`src/rtl/tqm_pkg.sv`:
```
// Shared types, constants and quadrature rule tables for the triangle quadrature mapper.
`default_nettype none

package tqm_pkg;

  localparam int COORD_W  = 32;
  localparam int WFRAC    = 30;
  localparam int WT_W     = 64;
  localparam int ORDER_W  = 3;
  localparam int PT_W     = 3;
  localparam int TIDX_W   = 5;
  localparam int DIFF_W   = COORD_W + 1;
  localparam int CHUNK_W  = 16;
  localparam int CHUNK_CW = 3;
  localparam int OPA_W    = DIFF_W + 1;
  localparam int OPB_W    = 5 * CHUNK_W + 1;
  localparam int PROD_W   = OPA_W + CHUNK_W + 1;
  localparam int ACC_W    = 100;
  localparam int RND_W    = ACC_W - WFRAC;

  // last chunk index per product: 33-bit, 32-bit and 81-bit multiplicands
  localparam logic [CHUNK_CW-1:0] DET_LAST = 3'd2;
  localparam logic [CHUNK_CW-1:0] MAP_LAST = 3'd1;
  localparam logic [CHUNK_CW-1:0] WT_LAST  = 3'd4;

  typedef struct packed {
    logic signed [COORD_W-1:0] vertex0_x;
    logic signed [COORD_W-1:0] vertex0_y;
    logic signed [COORD_W-1:0] vertex1_x;
    logic signed [COORD_W-1:0] vertex1_y;
    logic signed [COORD_W-1:0] vertex2_x;
    logic signed [COORD_W-1:0] vertex2_y;
  } in_item_t;

  typedef struct packed {
    logic signed [COORD_W-1:0] mapped_x;
    logic signed [COORD_W-1:0] mapped_y;
    logic signed [WT_W-1:0]    scaled_weight;
    logic [PT_W-1:0]           point_number;
    logic                      final_point;
  } out_item_t;

  typedef struct packed {
    logic                issue;
    logic                clear;
    logic                last;
    logic                sub;
    logic [CHUNK_CW-1:0] chunk;
  } mac_ctl_t;

  typedef struct packed {
    logic signed [31:0] xi;
    logic signed [31:0] eta;
    logic signed [31:0] wt;
  } rule_t;

  typedef enum logic [3:0] {
    S_IDLE,
    S_DET_A,
    S_DET_B,
    S_DET_WAIT,
    S_DET_SAVE,
    S_MAP_A,
    S_MAP_B,
    S_MAP_WAIT,
    S_MAP_RND,
    S_MAP_SAT,
    S_WT_MUL,
    S_WT_WAIT,
    S_WT_RND,
    S_EMIT
  } state_t;

  // Q2.30 reference points and weights, all rules back to back
  function automatic rule_t rule_pt(input logic [TIDX_W-1:0] idx);
    rule_t r;
    case (idx)
      5'd0:  r = '{32'sd357913941, 32'sd357913941, 32'sd536870912};
      5'd1:  r = '{32'sd178956971, 32'sd178956971, 32'sd357913941};
      5'd2:  r = '{32'sd715827883, 32'sd178956971, 32'sd357913941};
      5'd3:  r = '{32'sd178956971, 32'sd715827883, 32'sd357913941};
      5'd4:  r = '{32'sd357913941, 32'sd357913941, -32'sd603979776};
      5'd5:  r = '{32'sd214748365, 32'sd644245094, 32'sd559240533};
      5'd6:  r = '{32'sd214748365, 32'sd214748365, 32'sd559240533};
      5'd7:  r = '{32'sd644245094, 32'sd214748365, 32'sd559240533};
      5'd8:  r = '{32'sd478833546, 32'sd478833546, 32'sd239854156};
      5'd9:  r = '{32'sd478833546, 32'sd116074732, 32'sd239854156};
      5'd10: r = '{32'sd116074732, 32'sd478833546, 32'sd239854156};
      5'd11: r = '{32'sd98329211,  32'sd98329211,  32'sd118059786};
      5'd12: r = '{32'sd98329211,  32'sd877083403, 32'sd118059786};
      5'd13: r = '{32'sd877083403, 32'sd98329211,  32'sd118059786};
      5'd14: r = '{32'sd357913941, 32'sd357913941, 32'sd241591910};
      5'd15: r = '{32'sd504811197, 32'sd504811197, 32'sd142157139};
      5'd16: r = '{32'sd504811197, 32'sd64119429,  32'sd142157139};
      5'd17: r = '{32'sd64119429,  32'sd504811197, 32'sd142157139};
      5'd18: r = '{32'sd108755559, 32'sd108755559, 32'sd135226165};
      5'd19: r = '{32'sd108755559, 32'sd856230706, 32'sd135226165};
      5'd20: r = '{32'sd856230706, 32'sd108755559, 32'sd135226165};
      default: r = '0;
    endcase
    return r;
  endfunction

  function automatic logic [TIDX_W-1:0] rule_first(input logic [ORDER_W-1:0] order);
    logic [TIDX_W-1:0] f;
    case (order)
      3'd2:    f = 5'd1;
      3'd3:    f = 5'd4;
      3'd4:    f = 5'd8;
      3'd5:    f = 5'd14;
      default: f = 5'd0;
    endcase
    return f;
  endfunction

  function automatic logic [PT_W-1:0] rule_count(input logic [ORDER_W-1:0] order);
    logic [PT_W-1:0] n;
    case (order)
      3'd1:    n = 3'd1;
      3'd2:    n = 3'd3;
      3'd3:    n = 3'd4;
      3'd4:    n = 3'd6;
      3'd5:    n = 3'd7;
      default: n = 3'd0;
    endcase
    return n;
  endfunction

endpackage

`default_nettype wire

```
`src/rtl/tqm_mac.sv`:
```
// Shared chunked multiply-accumulate unit: 34x17 signed multiplier and shifted accumulator.
`default_nettype none

module tqm_mac (
  input  wire logic                                clk,
  input  wire logic                                rst_n,
  input  wire tqm_pkg::mac_ctl_t                   ctl,
  input  wire logic signed [tqm_pkg::OPA_W-1:0]    op_a,
  input  wire logic signed [tqm_pkg::OPB_W-1:0]    op_b,
  output logic signed [tqm_pkg::ACC_W-1:0]         acc
);

  localparam int CHUNK_W = tqm_pkg::CHUNK_W;
  localparam int PROD_W  = tqm_pkg::PROD_W;
  localparam int ACC_W   = tqm_pkg::ACC_W;

  logic [CHUNK_W:0]                     seg;
  logic signed [CHUNK_W:0]              b_sel;
  logic signed [PROD_W-1:0]             prod;
  logic signed [PROD_W-1:0]             p_r;
  logic [tqm_pkg::CHUNK_CW-1:0]         sh_r;
  logic                                 sub_r;
  logic                                 pv_r;
  logic signed [ACC_W-1:0]              addend;
  logic signed [ACC_W-1:0]              acc_r;

  always_comb begin
    case (ctl.chunk)
      3'd0:    seg = op_b[0*CHUNK_W +: CHUNK_W+1];
      3'd1:    seg = op_b[1*CHUNK_W +: CHUNK_W+1];
      3'd2:    seg = op_b[2*CHUNK_W +: CHUNK_W+1];
      3'd3:    seg = op_b[3*CHUNK_W +: CHUNK_W+1];
      3'd4:    seg = op_b[4*CHUNK_W +: CHUNK_W+1];
      default: seg = '0;
    endcase
  end

  // lower chunks are unsigned digits, the top chunk carries the sign
  assign b_sel = ctl.last ? $signed(seg) : $signed({1'b0, seg[CHUNK_W-1:0]});
  assign prod  = op_a * b_sel;

  always_ff @(posedge clk) begin
    if (!rst_n) begin
      pv_r <= 1'b0;
    end else begin
      pv_r <= ctl.issue;
    end
  end

  always_ff @(posedge clk) begin
    p_r   <= prod;
    sh_r  <= ctl.chunk;
    sub_r <= ctl.sub;
  end

  assign addend = ACC_W'(p_r) <<< (CHUNK_W * sh_r);

  always_ff @(posedge clk) begin
    if (ctl.clear) begin
      acc_r <= '0;
    end else if (pv_r) begin
      acc_r <= sub_r ? acc_r - addend : acc_r + addend;
    end
  end

  assign acc = acc_r;

endmodule

`default_nettype wire

```
`config.mk`:
```
export PLATFORM = sky130hd
export DESIGN_NAME = tqm_mac
export DESIGN_NICKNAME = d
export VERILOG_FILES = /design/src/rtl/tqm_pkg.sv /design/src/rtl/tqm_mac.sv
export SDC_FILE = /design/constraint.sdc
export NUM_CORES = 2
export LEC_CHECK = 0
export BUFFER_PORTS_ARGS = -buffer_cell sky130_fd_sc_hd__buf_2
export CORE_ASPECT_RATIO = 0.7
export CORE_UTILIZATION = 47
export CTS_CLUSTER_DIAMETER = 40
export DETAILED_ROUTE_END_ITERATION = 8
export PLACE_DENSITY_LB_ADDON = 0.2
export SETUP_SLACK_MARGIN = 0.05
export SYNTH_ARGS = -nofsm -noshare
export SYNTH_HDL_FRONTEND = slang
export SYNTH_SLANG_ARGS = --single-unit
```
`constraint.sdc`:
```
create_clock -name clk -period 12.06 [get_ports clk]
set_input_delay 1.206 -clock clk [delete_from_list [all_inputs] [get_ports clk]]
set_output_delay 1.206 -clock clk [all_outputs]
set_load 0.02 [all_outputs]
```
Word-level counts from Yosys, hierarchy flattened
Cells that the tools add are included.
{"block": "word_totals", "elab_cells": 17, "reg_bits": 156, "output_inout_bits": 100}
{"block": "op_classes", "shifts": 1, "n_mux": 3, "n_eq_ne": 4, "n_mul": 1, "n_addsub": 2, "n_reduce_logical": 1}
{"cell": "$add 100x100->100", "count": 1}
{"cell": "$mux 100", "count": 1}
{"cell": "$sshl 51x7->100", "count": 1}
{"cell": "$sub 100x100->100", "count": 1}
{"cell": "$pmux 17 s5", "count": 1}
{"cell": "$mul 34x17->51", "count": 1}
{"cell": "$mux 17", "count": 1}
{"cell": "$eq 3x2->1 const B", "count": 2}
{"cell": "$eq 3x1->1 const B", "count": 1}
{"cell": "$eq 3x3->1 const B", "count": 1}
{"cell": "$logic_not 3->1", "count": 1}

Logic depth before layout (Yosys ltp)
{"block": "logic_depth", "depth_word": 4, "depth_mapped": 33}

Worst setup path after synthesis
No wires, ideal clock.
{"block": "synth_path", "path_type": "input to register", "start": "in ctl[1] (netlist bit)", "end": "reg p_r[35]", "cell_stages": 30, "arrival_ns": 9.082, "setup_slack_ns": 2.906, "cell_sequence": "buf_1 > nor3b_1 > clkbuf_1 > a221o_1 > clkbuf_1 > nand2_1 > fa_1 > inv_1 > fa_1 > inv_1 > fa_1 > inv_1 > fa_1 > fa_1 > inv_1 > fa_1 > inv_1 > ha_1 > a21o_1 > a21o_1 > a21o_1 > a21o_1 > a221oi_1 > o21ai_0 > a21o_1 > a221oi_1 > a2bb2oi_1 > o21ai_0 > a21oi_1 > xnor2_1"}
{"block": "synth_via", "elab_chain_len": 4, "elab_cells_between_ends": 8, "cone_classes": "mul (1); eq/ne (4); mux (2); reduce/logical (1)"}
{"element": "start, declared", "line_no": "tqm_mac.sv:7", "rtl": "input wire tqm_pkg::mac_ctl_t ctl,"}
{"element": "$eq 3x3->1 (tied with other cells)", "line_no": "tqm_mac.sv:28", "rtl": "case (ctl.chunk)"}
{"element": "$pmux 17 s5 *", "line_no": "tqm_mac.sv:28"}
{"element": "$mux 17 *", "line_no": "tqm_mac.sv:39", "rtl": "assign b_sel = ctl.last ? $signed(seg) : $signed({1'b0, seg[CHUNK_W-1:0]});"}
{"element": "$mul 34x17->51 *", "line_no": "tqm_mac.sv:40", "rtl": "assign prod = op_a * b_sel;"}
{"element": "net prod[35]", "line_no": "tqm_mac.sv:19", "rtl": "logic signed [PROD_W-1:0] prod;"}
{"element": "end signal, assigned", "line_no": "tqm_mac.sv:51", "rtl": "p_r <= prod;"}
{"element": "end, declared", "line_no": "tqm_mac.sv:20", "rtl": "logic signed [PROD_W-1:0] p_r;"}
The timed path passes the listed nets; every way through them passes the cells marked *.
A chain may end at the register's enable or synchronous reset.

Worst setup path in the final report
{"block": "layout_path", "start": "in ctl[1] (netlist bit)", "end": "reg p_r[48]"}
Same word-level chain as after synthesis.

==> impl_metrics.prom <==
# TYPE chip_impl_metric gauge
chip_impl_metric{name="tns",unit="ns"} 0
chip_impl_metric{name="detailedRoute.firstIterationViolations",unit=""} 2905
chip_impl_metric{name="io_buffer_count",unit=""} 223
chip_impl_metric{name="layout.nets",unit=""} 5338
chip_impl_metric{name="detailed_placement_hpwl",unit="mm"} 88.38
chip_impl_metric{name="design.portCount",unit=""} 224
chip_impl_metric{name="post_synth_edffs",unit=""} 0
chip_impl_metric{name="initial_utilization",unit=""} 0.4767
chip_impl_metric{name="clk_latency",unit="ns"} 0.47
chip_impl_metric{name="worst-path-buf-inv",unit=""} 8
chip_impl_metric{name="groute.usage.overall",unit=""} 0.2943
chip_impl_metric{name="cts_inserted_buffers",unit=""} 17
chip_impl_metric{name="drcViolationCount",unit=""} 0
chip_impl_metric{name="final_design_area_no_fill",unit="sq mm"} 0.03817
chip_impl_info{name="grt_setup_unrepaired",value="false"} 1
chip_impl_metric{name="synth_async_sr_flop_share",unit=""} 0
chip_impl_metric{name="overall_die_area",unit="sq mm"} 0.07756
chip_impl_metric{name="grt_first_pass_wirelength",unit="mm"} 177.9
chip_impl_metric{name="dr_total_vias",unit=""} 31260
chip_impl_metric{name="max-cap-violations",unit=""} 0
chip_impl_metric{name="yosys_warnings",unit=""} 0
chip_impl_metric{name="grt_max_degree",unit=""} 97
chip_impl_metric{name="antennaDiodeCount",unit=""} 0
chip_impl_metric{name="cts.sink_count",unit=""} 156
chip_impl_metric{name="flow.area_growth_from_synthesis",unit="%"} 6.252
chip_impl_metric{name="slew-limit-headroom",unit=""} 0.2170
chip_impl_metric{name="netlist-cell-type-count",unit=""} 93
chip_impl_metric{name="dieWidth",unit="um"} 332.4
chip_impl_metric{name="post_cts_resize_count",unit=""} 0
chip_impl_metric{name="finalHoldViolations",unit=""} 0
chip_impl_metric{name="cp.arrival",unit="ns"} 10.45
chip_impl_metric{name="max_freq",unit="GHz"} 0.09947
chip_impl_metric{name="core-area",unit="sq mm"} 0.07536
chip_impl_metric{name="vias_in_the_first_global_route",unit=""} 30770
chip_impl_metric{name="timing.critical_path.fanout_max",unit=""} 22
chip_impl_metric{name="ctsLongestPathBuffers",unit=""} 2
chip_impl_metric{name="placementRows",unit=""} 84
chip_impl_metric{name="worst_pin_slew",unit="ns"} 1.162
chip_impl_metric{name="vias_per_cell",unit=""} 5.741
chip_impl_metric{name="postSynthNetCount",unit=""} 5317
chip_impl_metric{name="final.period_utilization",unit=""} 0.8336
chip_impl_metric{name="place.gp.congestion",unit=""} 1.020
chip_impl_info{name="timing.hold.worst.class",value="flop to flop"} 1
chip_impl_metric{name="wl_per_cell",unit="um"} 20.61
chip_impl_info{name="status",value="finished clean"} 1
chip_impl_info{name="crit_type",value="input port to flop"} 1
chip_impl_metric{name="syn_area",unit="sq mm"} 0.03592
chip_impl_metric{name="postSynthAreaPerCell",unit="sq um"} 8.124
chip_impl_info{name="root_buffer",value="clkbuf_16"} 1
chip_impl_metric{name="drt_first_pass_iters",unit=""} 6
chip_impl_metric{name="cts_setup_buffers",unit=""} 0
chip_impl_metric{name="yosysSeqAreaShare",unit=""} 0.08694
chip_impl_metric{name="fillCellCount",unit=""} 7351
chip_impl_metric{name="clock_skew",unit="ns"} 0.01651
chip_impl_info{name="top_family_by_delay_on_critical_path",value="adder cells"} 1
chip_impl_info{name="clock_tree_from_tritoncts",value="done"} 1
chip_impl_info{name="synth_top_area_cell",value="fa_1"} 1
chip_impl_info{name="yosys-top-cells-area",value="fa_1, dfxtp_1, ha_1, inv_1, nand2_1"} 1
chip_impl_metric{name="post_dp_cell_area",unit="sq mm"} 0.03755
chip_impl_metric{name="mapped_cells",unit=""} 4422
chip_impl_metric{name="hold_buffers",unit=""} 0
chip_impl_metric{name="netlist.area_leader.share",unit=""} 0.3076
chip_impl_info{name="most_frequent_cell_on_critical_path",value="fa_1"} 1
chip_impl_info{name="cp_slowest_cell",value="a221o_1"} 1
chip_impl_metric{name="report.final.slew_viol_count",unit=""} 0
chip_impl_metric{name="worst_ep_required_time",unit="ns"} 12.46
chip_impl_info{name="critical_path.startpoint_type",value="input port"} 1
chip_impl_metric{name="shortest_clock_period_the_worst_path_allows_after_layout",unit="ns"} 10.05
chip_impl_metric{name="yosys_register_bits",unit=""} 156
chip_impl_metric{name="gr-total-overflow",unit=""} 0
chip_impl_metric{name="drive_gt1_frac",unit=""} 0.08528
chip_impl_metric{name="setup_viol",unit=""} 0
chip_impl_metric{name="die_height",unit="um"} 233.3
chip_impl_metric{name="clk_pin_slew_worst_paths",unit="ns"} 0.07
chip_impl_metric{name="ant_nets",unit=""} 0
chip_impl_metric{name="ctsHtreeMaxLevel",unit=""} 4
chip_impl_metric{name="route.final.wire_length",unit="mm"} 112.2
chip_impl_info{name="dominantRegCellSynth",value="dfxtp_1"} 1
chip_impl_info{name="critPathCaptureType",value="flop"} 1
chip_impl_metric{name="worst_path_largest_cell_delay",unit="ns"} 0.82
chip_impl_metric{name="antenna_found_initial",unit=""} 1
layout make-up:
type | count | area [sq um] | share of cell area
clock buffer | 22 | 474.2 | 0.01242
clock inverter | 10 | 140.1 | 0.003671
inverter | 675 | 2534 | 0.06638
multi-input combinational | 3339 | 29300 | 0.7675
sequential | 156 | 3139 | 0.08225
tap | 989 | 1237 | 0.03242
timing repair buffer | 254 | 1349 | 0.03534
worst reg2reg max path: stages, from the launching register on:
cell      delay [ns]
dfxtp_4         0.41
buf_4           0.75
nor2b_1         0.54
a22oi_1         0.63
nor2_1          0.26
nor3_1          0.31
and4_1          0.44
and2_1          0.25
nand2_1         0.13
nor4_1          0.51
a21oi_1         0.16
xor2_1          0.38
ha_1            0.33
nand2_1         0.14
nor3_1          0.43
and2_1          0.23
nand2_1         0.07
o21ai_0         0.14
or2_2           0.22
o211ai_1        0.18
and4_1          0.22
a211oi_1        0.39
mux2i_1         0.44
mux2_1          0.36
cell usage after synthesis, types with 31 or more instances:
library cell	n
and2_1	223
a21o_1	125
o21ai_0	129
nand3_1	38
clkbuf_1	202
a31oi_1	46
nor2_1	285
ha_1	219
o21bai_1	31
fa_1	552
nand2_1	530
inv_1	674
xnor2_1	139
xor2_1	91
nor3_1	59
mux2i_1	115
a211oi_1	33
nand4_1	49
dfxtp_1	156
a21oi_1	284
kinds of logic (layout without fill, tap and decap cells):
kind of cell    count (synthesis)  count (layout)  synth area share
compound gates                861             861            0.1565
buf+inv                       927             961           0.09853
mux                           147             147           0.04301
fa+ha+maj                     771             771            0.3839
xor+xnor                      230             230           0.05608
flops                         156             156           0.08694
simple gates                 1330            1330            0.1751
final timing paths:
kind / depth (start not counted) / startpoint / to / slack, ns
worst max-delay path: 28 / ctl[1] / p_r[48] / 2.01
worst min-delay path: 2 / acc[98] / acc[98] / 0.49
worst max register to register: 23 / sh_r[1] / acc[99] / 4.02
worst min register to register: 2 / acc[98] / acc[98] / 0.49
routing by layer:
metal  track usage  up-vias  wire length (um)
met2        0.4404     1235             47670
met3       0.06865      118             10540
li1              -    14380                 -
met4       0.05700        2              1840
met5             0        -                 9
met1        0.4317    15520             52180
layout by cell type (no fill, tap or decap), types with 125 or more instances in the layout:
cell	count
ha_1	219
nor2_1	284
fa_1	552
inv_1	674
nand2_1	530
dfxtp_1	151
buf_2	223
xnor2_1	139
a21o_1	125
and2_1	223
a21oi_1	284
o21ai_0	129
registers in the layout (all words and copies together) (netlist names):
register / cells
pv_r: 1
sub_r: 1
acc: 100
p_r: 51
sh_r: 3
per-stage QoR:
stage               instances  utilization  hold slack, ns  setup slack (ns)
CTS                      5445       0.5065          0.4892             2.146
global route             5445       0.5065          0.5184             1.370
finish                   5445       0.5065          0.4901             2.007
floorplan                4422            -          0.5392             2.906
detailed placement       5413       0.4984          0.4811             1.670
global placement         5413       0.4984          0.4698             1.779
Power is not shown: default switching activity piles up to over one toggle a cycle in this logic, so the estimate is an artifact.
